===== src/sv/lzwd_pkg.sv =====
// lzwd_pkg: shared widths, constants and types for the LZ window decoder.
// Used by lzwd_take, lzwd_window and lz_window_decoder.
`default_nettype none

package lzwd_pkg;

    localparam int WINDOW_DEPTH_DEF = 65536;

    localparam int BYTE_W   = 8;
    localparam int BITS_W   = 24;
    localparam int CNT_W    = 5;
    localparam int POS_W    = 16;
    localparam int LEN_W    = 4;
    localparam int FLAG_W   = 1;
    localparam int LEN_BIAS = 3;
    localparam int COPY_W   = 5;

    typedef struct packed {
        logic [POS_W-1:0]  val;
        logic [BITS_W-1:0] rest;
        logic [CNT_W-1:0]  left;
    } take_t;

endpackage

`default_nettype wire


===== src/sv/lzwd_take.sv =====
// lzwd_take: shared bit extraction unit, takes the top n bits of the bit buffer.
// Depends on lzwd_pkg.
`default_nettype none

module lzwd_take (
    input  wire logic [lzwd_pkg::BITS_W-1:0] bits_i,
    input  wire logic [lzwd_pkg::CNT_W-1:0]  cnt_i,
    input  wire logic [lzwd_pkg::CNT_W-1:0]  need_i,
    output lzwd_pkg::take_t                  tk_o
);

    logic [lzwd_pkg::CNT_W-1:0]  left;
    logic [lzwd_pkg::BITS_W-1:0] shifted;
    logic [lzwd_pkg::BITS_W-1:0] vmask;
    logic [lzwd_pkg::BITS_W-1:0] kmask;

    always_comb begin
        left       = cnt_i - need_i;
        shifted    = bits_i >> left;
        vmask      = (lzwd_pkg::BITS_W'(1) << need_i) - lzwd_pkg::BITS_W'(1);
        kmask      = (lzwd_pkg::BITS_W'(1) << left) - lzwd_pkg::BITS_W'(1);
        tk_o.val   = lzwd_pkg::POS_W'(shifted & vmask);
        tk_o.rest  = bits_i & kmask;
        tk_o.left  = left;
    end

endmodule

`default_nettype wire


===== config.mk =====
export PLATFORM = sky130hd
export DESIGN_NAME = lzwd_take
export DESIGN_NICKNAME = d
export VERILOG_FILES = /design/src/sv/lzwd_pkg.sv /design/src/sv/lzwd_take.sv
export SDC_FILE = /design/constraint.sdc
export NUM_CORES = 1
export LEC_CHECK = 0
export BUFFER_PORTS_ARGS = -buffer_cell sky130_fd_sc_hd__buf_4
export CELL_PAD_IN_SITES_DETAIL_PLACEMENT = 1
export CELL_PAD_IN_SITES_GLOBAL_PLACEMENT = 2
export CORE_MARGIN = 2
export CORE_UTILIZATION = 27
export DETAILED_ROUTE_END_ITERATION = 7
export GPL_ROUTABILITY_DRIVEN = 0
export GPL_TIMING_DRIVEN = 0
export PLACE_DENSITY_LB_ADDON = 0.1
export SETUP_SLACK_MARGIN = 0.1
export SLEW_MARGIN = 20
export SYNTH_ARGS = -nofsm -noshare
export SYNTH_HDL_FRONTEND = slang
export SYNTH_SLANG_ARGS = --single-unit

===== constraint.sdc =====
create_clock -name vclk -period 3.61
set_input_delay 0.1805 -clock vclk [all_inputs]
set_output_delay 0.1805 -clock vclk [all_outputs]
set_load 0.03 [all_outputs]

==> results.md, run 1 <==
* Outcome: finished, final reports clean
* DR iter-0 viols at about 190
* Crit-path max FO at 10
* Vias per cell at around 5.5
* Share of layout cells above drive strength 1 at 0.372
* Register area share after synthesis at 0
* CP Data Arrival Time at about 3.2 ns
* Final Hold Fails at 0
* Fmax at 297 MHz
* Final #Nets at 454
* Full die area at roughly 8400 um^2
* Final Max Tran Viols at 0
* Layer with the highest usage: met2
* Antenna violations before repair at 0
* Mapped cell area at about 2100 um^2
* Actual slew at the worst max-slew pin at 0.624 ns
* Core Footprint at roughly 7400 um^2
* Area of the multi-input gates at approximately 2000 um^2
* Largest net degree at the start of global routing at 11
* Hold-fix buffers, CTS at 0
* # diodes at 0
* Total power draw at approximately 0.0012 W
* Max-Cap Viols at 0
* Critical Path End Type: output pin
* # port buffers at around 80
* Register Area at 0 um^2
* Layout area overhead at 44.0%
* Min Tclk post-route at around 3.4 ns
* Synthesized area per cell at between 6 and 7 um^2
* Worst hold endpoint: tk_o[5]
* Pwr dens at roughly 410 nW/um^2
* Synth unique cells at 48
* Setup violators final at 0
* Syn_nets at 361
* Hpwl dp at 7940 um
* Relative slew slack at 0.584
* Hold Path Depth at 3
* Met2 usage at 0.399
* Finished Core Util at 0.406
* Min-Delay Path Class: input pin to output pin
* Antenna viol nets, final at 0
* Wire per inst at between 20 and 25 um
* First-pass GRT wire length at 15600 um
* Routed WL at 10200 um
* Leakage at between 1 and 1.5 nW
* Initial Utilization at 0.282
* Fillers at 967
* RSZ-0062 raised after global routing: true
* Ys Warns at 0
* CP Launch Type: input pin
* GRT Overall Usage at 0.229
* Mapped Cells at 320
* Period utilization at 0.932
* CP Class: input pin to output pin
* Met1 Use GR at 0.321
* Total grt overflow at 0
* Initial DRT Pass Iterations at 4
* DRC viols at 0
* Hold path start: bits_i[0]
* Num ports at between 70 and 80
* Die Ht at around 92 um
* Met3 usage in global routing at 0.00904
* Chip width at 91.7 um
* CP required at 3.43 ns
* Number of global-route vias before repair at 2778
* # clk buffers at 0
* Placement row count at 31
* Vias after detailed routing at roughly 2800
* Seq cells at 0
* Setup TNS at 0 ns
* VDD IR max at around 0.17 mV
==> layout make-up <==
cell class                 instances  share of cell area
buffer                            33              0.0594
inverter                          12              0.0151
multi-input combinational        275               0.655
tap                               99              0.0414
timing repair buffer              91               0.230
==> placed cells by master (no fill, tap or decap), types with 3 or more instances in the layout <==
cell / netlist / final
buf_4: 4 / 96
inv_2: 3 / 3
a31oi_1: 6 / 6
buf_2: 14 / 11
nand2_1: 55 / 54
mux2_2: 5 / 5
nor4_1: 3 / 3
mux4_2: 15 / 15
nor2b_1: 6 / 5
inv_1: 9 / 9
and3_1: 3 / 3
o21ai_0: 23 / 23
clkbuf_1: 14 / 11
nor3_1: 10 / 9
a22oi_1: 5 / 5
and2_1: 10 / 10
nor2_1: 27 / 24
nand3_1: 20 / 20
a21oi_1: 25 / 24
xor2_1: 5 / 4
nand2b_1: 3 / 3
mux2i_1: 11 / 11
buf_6: 0 / 3
ha_1: 6 / 5
o21a_1: 3 / 3
==> critical path: stages <==
cell and delay (ns):
buf_4 0.07, inv_1 0.03, ha_1 0.22, fa_2 0.62
buf_6 0.18, buf_4 0.20, nand2_2 0.11, nor2_2 0.17
nand2_1 0.10, ha_1 0.19, buf_4 0.17, nor2_4 0.13
a31oi_1 0.11, or3_4 0.40, a21boi_4 0.15, buf_6 0.14
==> repair_timing <==
action                     CTS  global route
setup endpoints to repair   11             9
setup buffers                4             9
pin swaps                    1             6
resized for setup           14            13
==> report_power, final <==
group | internal (W) | switching [W] | total, W | leakage, nW
registers | 0 | 0 | 0 | 0
logic | 0.000459 | 0.000768 | 0.00123 | 1.34
clock network | 0 | 0 | 0 | 0
total | 0.000459 | 0.000768 | 0.00123 | 1.34
==> cells by family (layout without fill, tap and decap cells) <==
group,Yosys count,after routing,share of synthesized area
AOI/OAI and AO/OA,86,86,0.263
adders and majority gates,7,7,0.0458
muxes,31,31,0.243
buffers and inverters,45,136,0.0969
and+or+nand+nor,143,143,0.314
xor gates and xnor gates,8,8,0.0373
==> how the worst max path moves through the flow <==
stage                     startpoint  endpoint  slack, ns
after floorplan             cnt_i[0]  tk_o[15]      -0.02
after global placement     need_i[2]  tk_o[15]      -0.62
after detailed placement   need_i[2]  tk_o[15]      -0.65
after CTS                   cnt_i[0]  tk_o[15]       0.11
after global routing        cnt_i[0]  tk_o[15]       0.09
final                       cnt_i[0]  tk_o[15]       0.24
==> per-stage QoR <==
stage	cell area (um^2)	worst slack (ns)	hold slack, ns	instances
after floorplan	2080	-0.0212	0.510	320
after global placement	2790	-0.618	0.710	497
after detailed placement	2790	-0.655	0.717	497
after CTS	2860	0.111	0.721	501
after global routing	2990	0.0851	0.742	510
final	2990	0.245	0.711	510
==> per-layer routing <==
metal  part of all wire  up-vias
li1                   -     1340
met1               0.44     1364
met2               0.49      101
met3              0.052       10
met4              0.015        0
met5                  0        -
==> cell usage after synthesis (2+ instances only) <==
master | number | area share
and2_1 | 10 | 0.030
mux2_2 | 5 | 0.027
a21oi_1 | 25 | 0.060
a211o_1 | 2 | 0.0084
nand2_1 | 55 | 0.099
ha_1 | 6 | 0.036
o21a_1 | 3 | 0.011
and3_1 | 3 | 0.0090
xor2_1 | 5 | 0.021
a32oi_1 | 2 | 0.0084
nor4_1 | 3 | 0.0090
xnor2_1 | 2 | 0.0084
buf_4 | 4 | 0.014
inv_1 | 9 | 0.016
mux2i_1 | 11 | 0.053
nor2_1 | 27 | 0.049
inv_2 | 3 | 0.0054
nand4_1 | 2 | 0.0060
a21boi_0 | 5 | 0.018
mux4_2 | 15 | 0.16
nor3_1 | 10 | 0.024
or3_1 | 2 | 0.0060
nand2b_1 | 3 | 0.0090
a31oi_1 | 6 | 0.018
a211oi_1 | 2 | 0.0072
o21ai_0 | 23 | 0.055
a22o_1 | 2 | 0.0084
buf_2 | 14 | 0.034
clkbuf_1 | 14 | 0.025
nand3_1 | 20 | 0.048
nor2b_1 | 6 | 0.018
a22oi_1 | 5 | 0.018
Power figures use the tool's default switching activity.
==> run 2: changes to the inputs <==
--- a/config.mk
+++ b/config.mk
@@ -9,7 +9,7 @@
 export CELL_PAD_IN_SITES_DETAIL_PLACEMENT = 1
 export CELL_PAD_IN_SITES_GLOBAL_PLACEMENT = 2
 export CORE_MARGIN = 2
-export CORE_UTILIZATION = 27
+export CORE_UTILIZATION = 25
 export DETAILED_ROUTE_END_ITERATION = 7
 export GPL_ROUTABILITY_DRIVEN = 0
 export GPL_TIMING_DRIVEN = 0
==> run 2 against run 1 <==
Effect of this change:
- critical path type unchanged
- critical endpoint unchanged
- combinational power is essentially flat
- largest cell class unchanged
- first-iteration DRC count shrank 28%
- worst setup slack gained 0.022 ns
- critical path depth grew 1
- design area shrank 2.7%
- maximum frequency grew 0.65%
- flip-flop and latch count is the same
- cell count shrank 0.59%
- sequential share of layout area is the same
- global-route usage shrank 0.29 points
==> results.md, run 2 (synthesis results as in run 1) <==
* Slowest cell on the critical path: or3_4 (was fa_2)
* Initial DRT Pass Iterations at 4 (unchanged)
* Crit path max-delay family: simple AND/OR/NAND/NOR gates (was adder cells)
* Hpwl dp at 8070 um (was 7940 um)
* Setup violators final at 0 (unchanged)
* Routed WL at 10200 um (about the same)
* Period utilization at 0.926 (was 0.932)
* Total grt overflow at 0 (unchanged)
* CP Class: input pin to output pin (unchanged)
* RSZ-0062 raised after global routing: false (was true)
* Combinational share of power at 1.000 (about the same)
* Critical-path cell list: buf_4 > inv_1 > ha_1 > fa_2 > nand2b_1 > a21oi_2 > xor2_2 > inv_2 > nor2_4 > buf_6 > nand3_1 > ha_4 > nor2_4 > a31oi_1 > or3_4 > a21boi_2 > buf_4 (was buf_4 > inv_1 > ha_1 > fa_2 > buf_6 > buf_4 > nand2_2 > nor2_2 > nand2_1 > ha_1 > buf_4 > nor2_4 > a31oi_1 > or3_4 > a21boi_4 > buf_6)
* Largest net degree at the start of global routing at 11 (unchanged)
* Layout area overhead at 40.1% (was 44.0%)
* Psw at 0.000762 W (was 0.000768 W)
* Placement row count at 33 (was 31)
* # port buffers at 78 (unchanged)
* Full die area at 9060 um^2 (was 8420 um^2)
* Final Max Tran Viols at 0 (unchanged)
* Hold-fix buffers, CTS at 0 (unchanged)
* First-pass GRT wire length at 15900 um (was 15600 um)
* Share of layout cells above drive strength 1 at 0.351 (was 0.372)
* CP bufs+invs at 5 (was 6)
* # clk buffers at 0 (unchanged)
* Num ports at 79 (unchanged)
* Commonest non-fill, non-tap cells in the layout: buf_4, nand2_1, nor2_1, a21oi_1, o21ai_0 (unchanged)
* Setup TNS at 0 ns (unchanged)
* Core Footprint at 8130 um^2 (was 7370 um^2)
* Vias per cell at 5.37 (was 5.52)
* Sequential cell fraction of total power at 0 (about the same)
* Initial Utilization at 0.255 (was 0.282)
* Fmax at 299 MHz (was 297 MHz)
* DR iter-0 viols at 133 (was 185)
* DRC viols at 0 (unchanged)
* Crit-path max FO at 10 (unchanged)
* Min-Delay Path Class: input pin to output pin (unchanged)
* CP required at 3.43 ns (about the same)
* CP Launch Type: input pin (unchanged)
* Final #Nets at 445 (was 454)
* WL met1 at 4630 um (was 4550 um)
* Largest stage delay on the critical path at 0.40 ns (was 0.62 ns)
* Met2 WL post-DR at 5070 um (was 4980 um)
* Register Area at 0 um^2 (unchanged)
* Antenna viol nets, final at 0 (unchanged)
* Min Tclk post-route at 3.34 ns (was 3.37 ns)
* Commonest non-fill, non-tap cell in the layout: buf_4 (unchanged)
* Hold Path Depth at 3 (unchanged)
* GRT Overall Usage at 0.226 (was 0.229)
* P_int at 0.000435 W (was 0.000459 W)
* Routed length on met3 at 463 um (was 529 um)
* # diodes at 0 (unchanged)
* Clock power share at 0 (about the same)
* Max-Cap Viols at 0 (unchanged)
* Relative slew slack at 0.579 (was 0.584)
* Antenna violations before repair at 0 (unchanged)
* Chip width at 95.2 um (was 91.7 um)
* Worst path depth at 17 (was 16)
* Final Hold Fails at 0 (unchanged)
* Actual slew at the worst max-slew pin at 0.631 ns (was 0.624 ns)
* VDD IR max at 0.134 mV (was 0.171 mV)
* Sw Share at 0.637 (was 0.626)
* Critical Path End Type: output pin (unchanged)
* Number of global-route vias before repair at 2803 (was 2778)
* Seq cells at 0 (unchanged)
* Vias after detailed routing at 2721 (was 2815)
* Total power draw at 0.00120 W (was 0.00123 W)
* Pwr dens at 411 nW/um^2 (was 410 nW/um^2)
* Top layer reached by signal wires: met4 (unchanged)
* Wire per inst at 20.2 um (was 20.0 um)
* Outcome: finished, final reports clean (unchanged)
* Die Ht at 95.2 um (was 91.7 um)
* CP Data Arrival Time at 3.16 ns (was 3.18 ns)
* Leakage at 1.28 nW (was 1.34 nW)
## run 2: power by group through the flow
stage	Sequential [W]	Combinational (W)	Clock, W
floorplan	0	0.000745	0
global placement	0	0.00115	0
detailed placement	0	0.00115	0
CTS	0	0.00117	0
global route	0	0.00129	0
finish	0	0.00120	0
## run 2: final cells by class
type | count | area [um^2]
Buffer | 32 | 170
Tap cell | 105 | 131
Inverter | 12 | 45.0
Timing Repair Buffer | 83 | 623
Multi-Input combinational cell | 275 | 1940
Fill cell | 1055 | 5220
## run 2: through the flow
stage | area (um^2) | hold WS [ns] | utilization | std cells | setup slack, ns
4_1_cts | 2840 | 0.710 | 0.349 | 504 | 0.105
6_report | 2910 | 0.706 | 0.358 | 507 | 0.267
2_1_floorplan | 2080 | 0.510 | - | 320 | -0.0212
3_3_place_gp | 2800 | 0.706 | 0.344 | 503 | -0.663
3_5_place_dp | 2800 | 0.703 | 0.344 | 503 | -0.629
5_1_grt | 2910 | 0.723 | 0.358 | 507 | 0.0711
## run 2: worst paths after layout
check	startpoint	endpoint	slack, ns
max	cnt_i[0]	tk_o[15]	0.27
min	bits_i[0]	tk_o[5]	0.71
## run 2: layer usage
metal,track usage,vias up
met2,0.398,90
met5,0,-
li1,-,1329
met4,0.0266,0
met3,0.0111,4
met1,0.314,1298
## run 2: what timing repair did
item,4_1_cts,5_1_grt
pin swaps,1,3
buffers inserted,2,3
cloned,0,0
endpoints found under the setup margin,11,6
resized for setup,9,11
## run 2: worst min-delay path: stages
cell and delay [ns]:
buf_4 0.08, and2_1 0.11, buf_4 0.15
==> run 3: changes to the inputs <==
--- a/config.mk
+++ b/config.mk
@@ -5,6 +5,7 @@
 export SDC_FILE = /design/constraint.sdc
 export NUM_CORES = 1
 export LEC_CHECK = 0
+export ABC_AREA = 1
 export BUFFER_PORTS_ARGS = -buffer_cell sky130_fd_sc_hd__buf_4
 export CELL_PAD_IN_SITES_DETAIL_PLACEMENT = 1
 export CELL_PAD_IN_SITES_GLOBAL_PLACEMENT = 2
==> run 3 against run 2 <==
Effect of this change:
- combinational power decreased by 12%
- critical endpoint is now tk_o[19]
- largest cell class unchanged
- critical path type unchanged
- non-clock buffer count down 12
- die area is 12% higher
==> results.md, run 3 <==
* Outcome: finished, final reports clean (unchanged)
* Pwr dens at 345 nW/um^2 (was 411 nW/um^2)
* CP required at 3.43 ns (about the same)
* Layout area overhead at 31.2% (was 40.1%)
* Hold-fix buffers, CTS at 0 (unchanged)
* Total grt overflow at 0 (unchanged)
* Sequential cell fraction of total power at 0 (about the same)
* Setup ws final at 0.461 ns (was 0.267 ns)
* Register Area at 0 um^2 (unchanged)
* Commonest non-fill, non-tap cell in the layout: nand2_1 (was buf_4)
* First-pass GRT wire length at 17800 um (was 15900 um)
* Fmax at 318 MHz (was 299 MHz)
* Vias after detailed routing at 3423 (was 2721)
* Mapped cell area at 2340 um^2 (was 2080 um^2)
* P_int at 0.000349 W (was 0.000435 W)
* Crit-path max FO at 10 (unchanged)
* Leakage at 1.68 nW (was 1.28 nW)
* DP Worst Slack at 0.439 ns (was -0.629 ns)
* Setup violators final at 0 (unchanged)
* Area contributors post-synth: nand2_1, o21ai_0, nand3_1 (was mux4_2, nand2_1, a21oi_1)
* Vias per cell at 5.14 (was 5.37)
* Synthesized area per cell at 4.92 um^2 (was 6.49 um^2)
* Min Tclk post-route at 3.15 ns (was 3.34 ns)
* Synth area leader: nand2_1 (was mux4_2)
* Combinational share of power at 1.000 (about the same)
* Mapped Cells at 476 (was 320)
* Sw Share at 0.671 (was 0.637)
* Psw at 0.000712 W (was 0.000762 W)
* Number of global-route vias before repair at 3403 (was 2803)
* RSZ-0062 raised after global routing: false (unchanged)
* CP Launch Type: input pin (unchanged)
* Chip width at 101 um (was 95.2 um)
* VDD IR max at 0.102 mV (was 0.134 mV)
* Critical Path End Type: output pin (unchanged)
* Full die area at 10200 um^2 (was 9060 um^2)
* Actual slew at the worst max-slew pin at 0.564 ns (was 0.631 ns)
* Most common cell in the netlist: nand2_1 (unchanged)
* Antenna violations before repair at 0 (unchanged)
* Num ports at 79 (unchanged)
* Top-area cell type share of the netlist area at 0.243 (was 0.163)
* Ys Warns at 0 (unchanged)
* Initial DRT Pass Iterations at 4 (unchanged)
* Final Max Tran Viols at 0 (unchanged)
* Largest net degree at the start of global routing at 11 (unchanged)
* GRT Overall Usage at 0.219 (was 0.226)
* CP Data Arrival Time at 2.97 ns (was 3.16 ns)
* Post-CTS sizing at 0 (was 9)
* Setup Buffers After CTS at 0 (was 2)
* CP Class: input pin to output pin (unchanged)
* # port buffers at 79 (was 78)
* Core Footprint at 9150 um^2 (was 8130 um^2)
* Routed WL at 11200 um (was 10200 um)
* DRC viols at 0 (unchanged)
* Period utilization at 0.872 (was 0.926)
* # diodes at 0 (unchanged)
* Share of layout cells above drive strength 1 at 0.211 (was 0.351)
* Final Hold Fails at 0 (unchanged)
* Wire per inst at 16.8 um (was 20.2 um)
* # clk buffers at 0 (unchanged)
* Final #Nets at 598 (was 445)
* DR iter-0 viols at 96 (was 133)
* Max-Cap Viols at 0 (unchanged)
* Min-Delay Path Class: input pin to output pin (unchanged)
* Hpwl dp at 9670 um (was 8070 um)
* Initial Utilization at 0.256 (was 0.255)
* Clock power share at 0 (about the same)
* Synth unique cells at 38 (was 48)
* Syn_nets at 517 (was 361)
* Register area share after synthesis at 0 (unchanged)
* Relative slew slack at 0.622 (was 0.579)
* Setup TNS at 0 ns (unchanged)
* Seq cells at 0 (unchanged)
* Die Ht at 101 um (was 95.2 um)
* Commonest non-fill, non-tap cells in the layout: nand2_1, buf_4, nor2_1 (was buf_4, nand2_1, nor2_1, a21oi_1, o21ai_0)
* Placement row count at 35 (was 33)
* Antenna viol nets, final at 0 (unchanged)
* Most frequent cells after synthesis: nand2_1, nor2_1, o21ai_0 (was nand2_1, nor2_1, a21oi_1)
[run 3: stage by stage]
| step | power (W) | utilization | hold slack [ns] | area [um^2] | std cells |
|---|---|---|---|---|---|
| after global placement | 0.00106 | 0.336 | 0.717 | 3080 | 666 |
| after floorplan | 0.000707 | - | 0.503 | 2340 | 476 |
| after detailed placement | 0.00106 | 0.336 | 0.724 | 3080 | 666 |
| final | 0.00106 | 0.336 | 0.714 | 3080 | 666 |
| after CTS | 0.00107 | 0.336 | 0.725 | 3080 | 666 |
| after global routing | 0.00117 | 0.336 | 0.746 | 3080 | 666 |
[run 3: cells by family (layout without fill, tap and decap cells)]
| group | Yosys count | count (layout) | share of synthesized area |
|---|---|---|---|
| xor gates and xnor gates | 4 | 4 | 0.0150 |
| buffers and inverters | 73 | 152 | 0.140 |
| and+or+nand+nor | 284 | 284 | 0.519 |
| muxes | 6 | 6 | 0.0256 |
| AOI/OAI and AO/OA | 102 | 102 | 0.259 |
| adders and majority gates | 7 | 7 | 0.0406 |
[run 3: power by group through the flow]
stage	Combinational, W	Sequential (W)	Clock [W]
after floorplan	0.000707	0	0
after global placement	0.00106	0	0
after detailed placement	0.00106	0	0
after CTS	0.00107	0	0
after global routing	0.00117	0	0
final	0.00106	0	0
[run 3: critical path: stages]
cell and delay [ns]:
buf_4 0.13, ha_1 0.21, fa_1 0.41, inv_1 0.11, nand3_1 0.12, nand2_1 0.12, nand2_1 0.05, nand2_1 0.16
buf_4 0.22, nor2_1 0.08, inv_2 0.07, ha_1 0.19, nand2_2 0.10, nor2_1 0.23, nand2_1 0.16, nand2_1 0.08
nand2_1 0.05, nor2_1 0.10, buf_4 0.17
[run 3: routing by layer]
metal,GRT usage,vias up,share of wire,wire length (um)
li1,-,1749,-,-
met1,0.303,1608,0.47,5250
met2,0.384,52,0.49,5460
met3,0.00277,14,0.024,269
met4,0.0379,0,0.018,196
met5,0,-,0,0
[run 3: area by class of cell]
class | count | area [um^2]
multi-input cells | 403 | 2010
fillers | 1305 | 6080
well taps | 111 | 139
repair buffers | 79 | 593
plain buffers | 24 | 145
inverters | 49 | 184
[run 3: final timing paths]
| check | start | endpoint | cells after the start |
|---|---|---|---|
| worst max-delay path | need_i[0] | tk_o[19] | 19 |
| worst min-delay path | bits_i[0] | tk_o[5] | 3 |
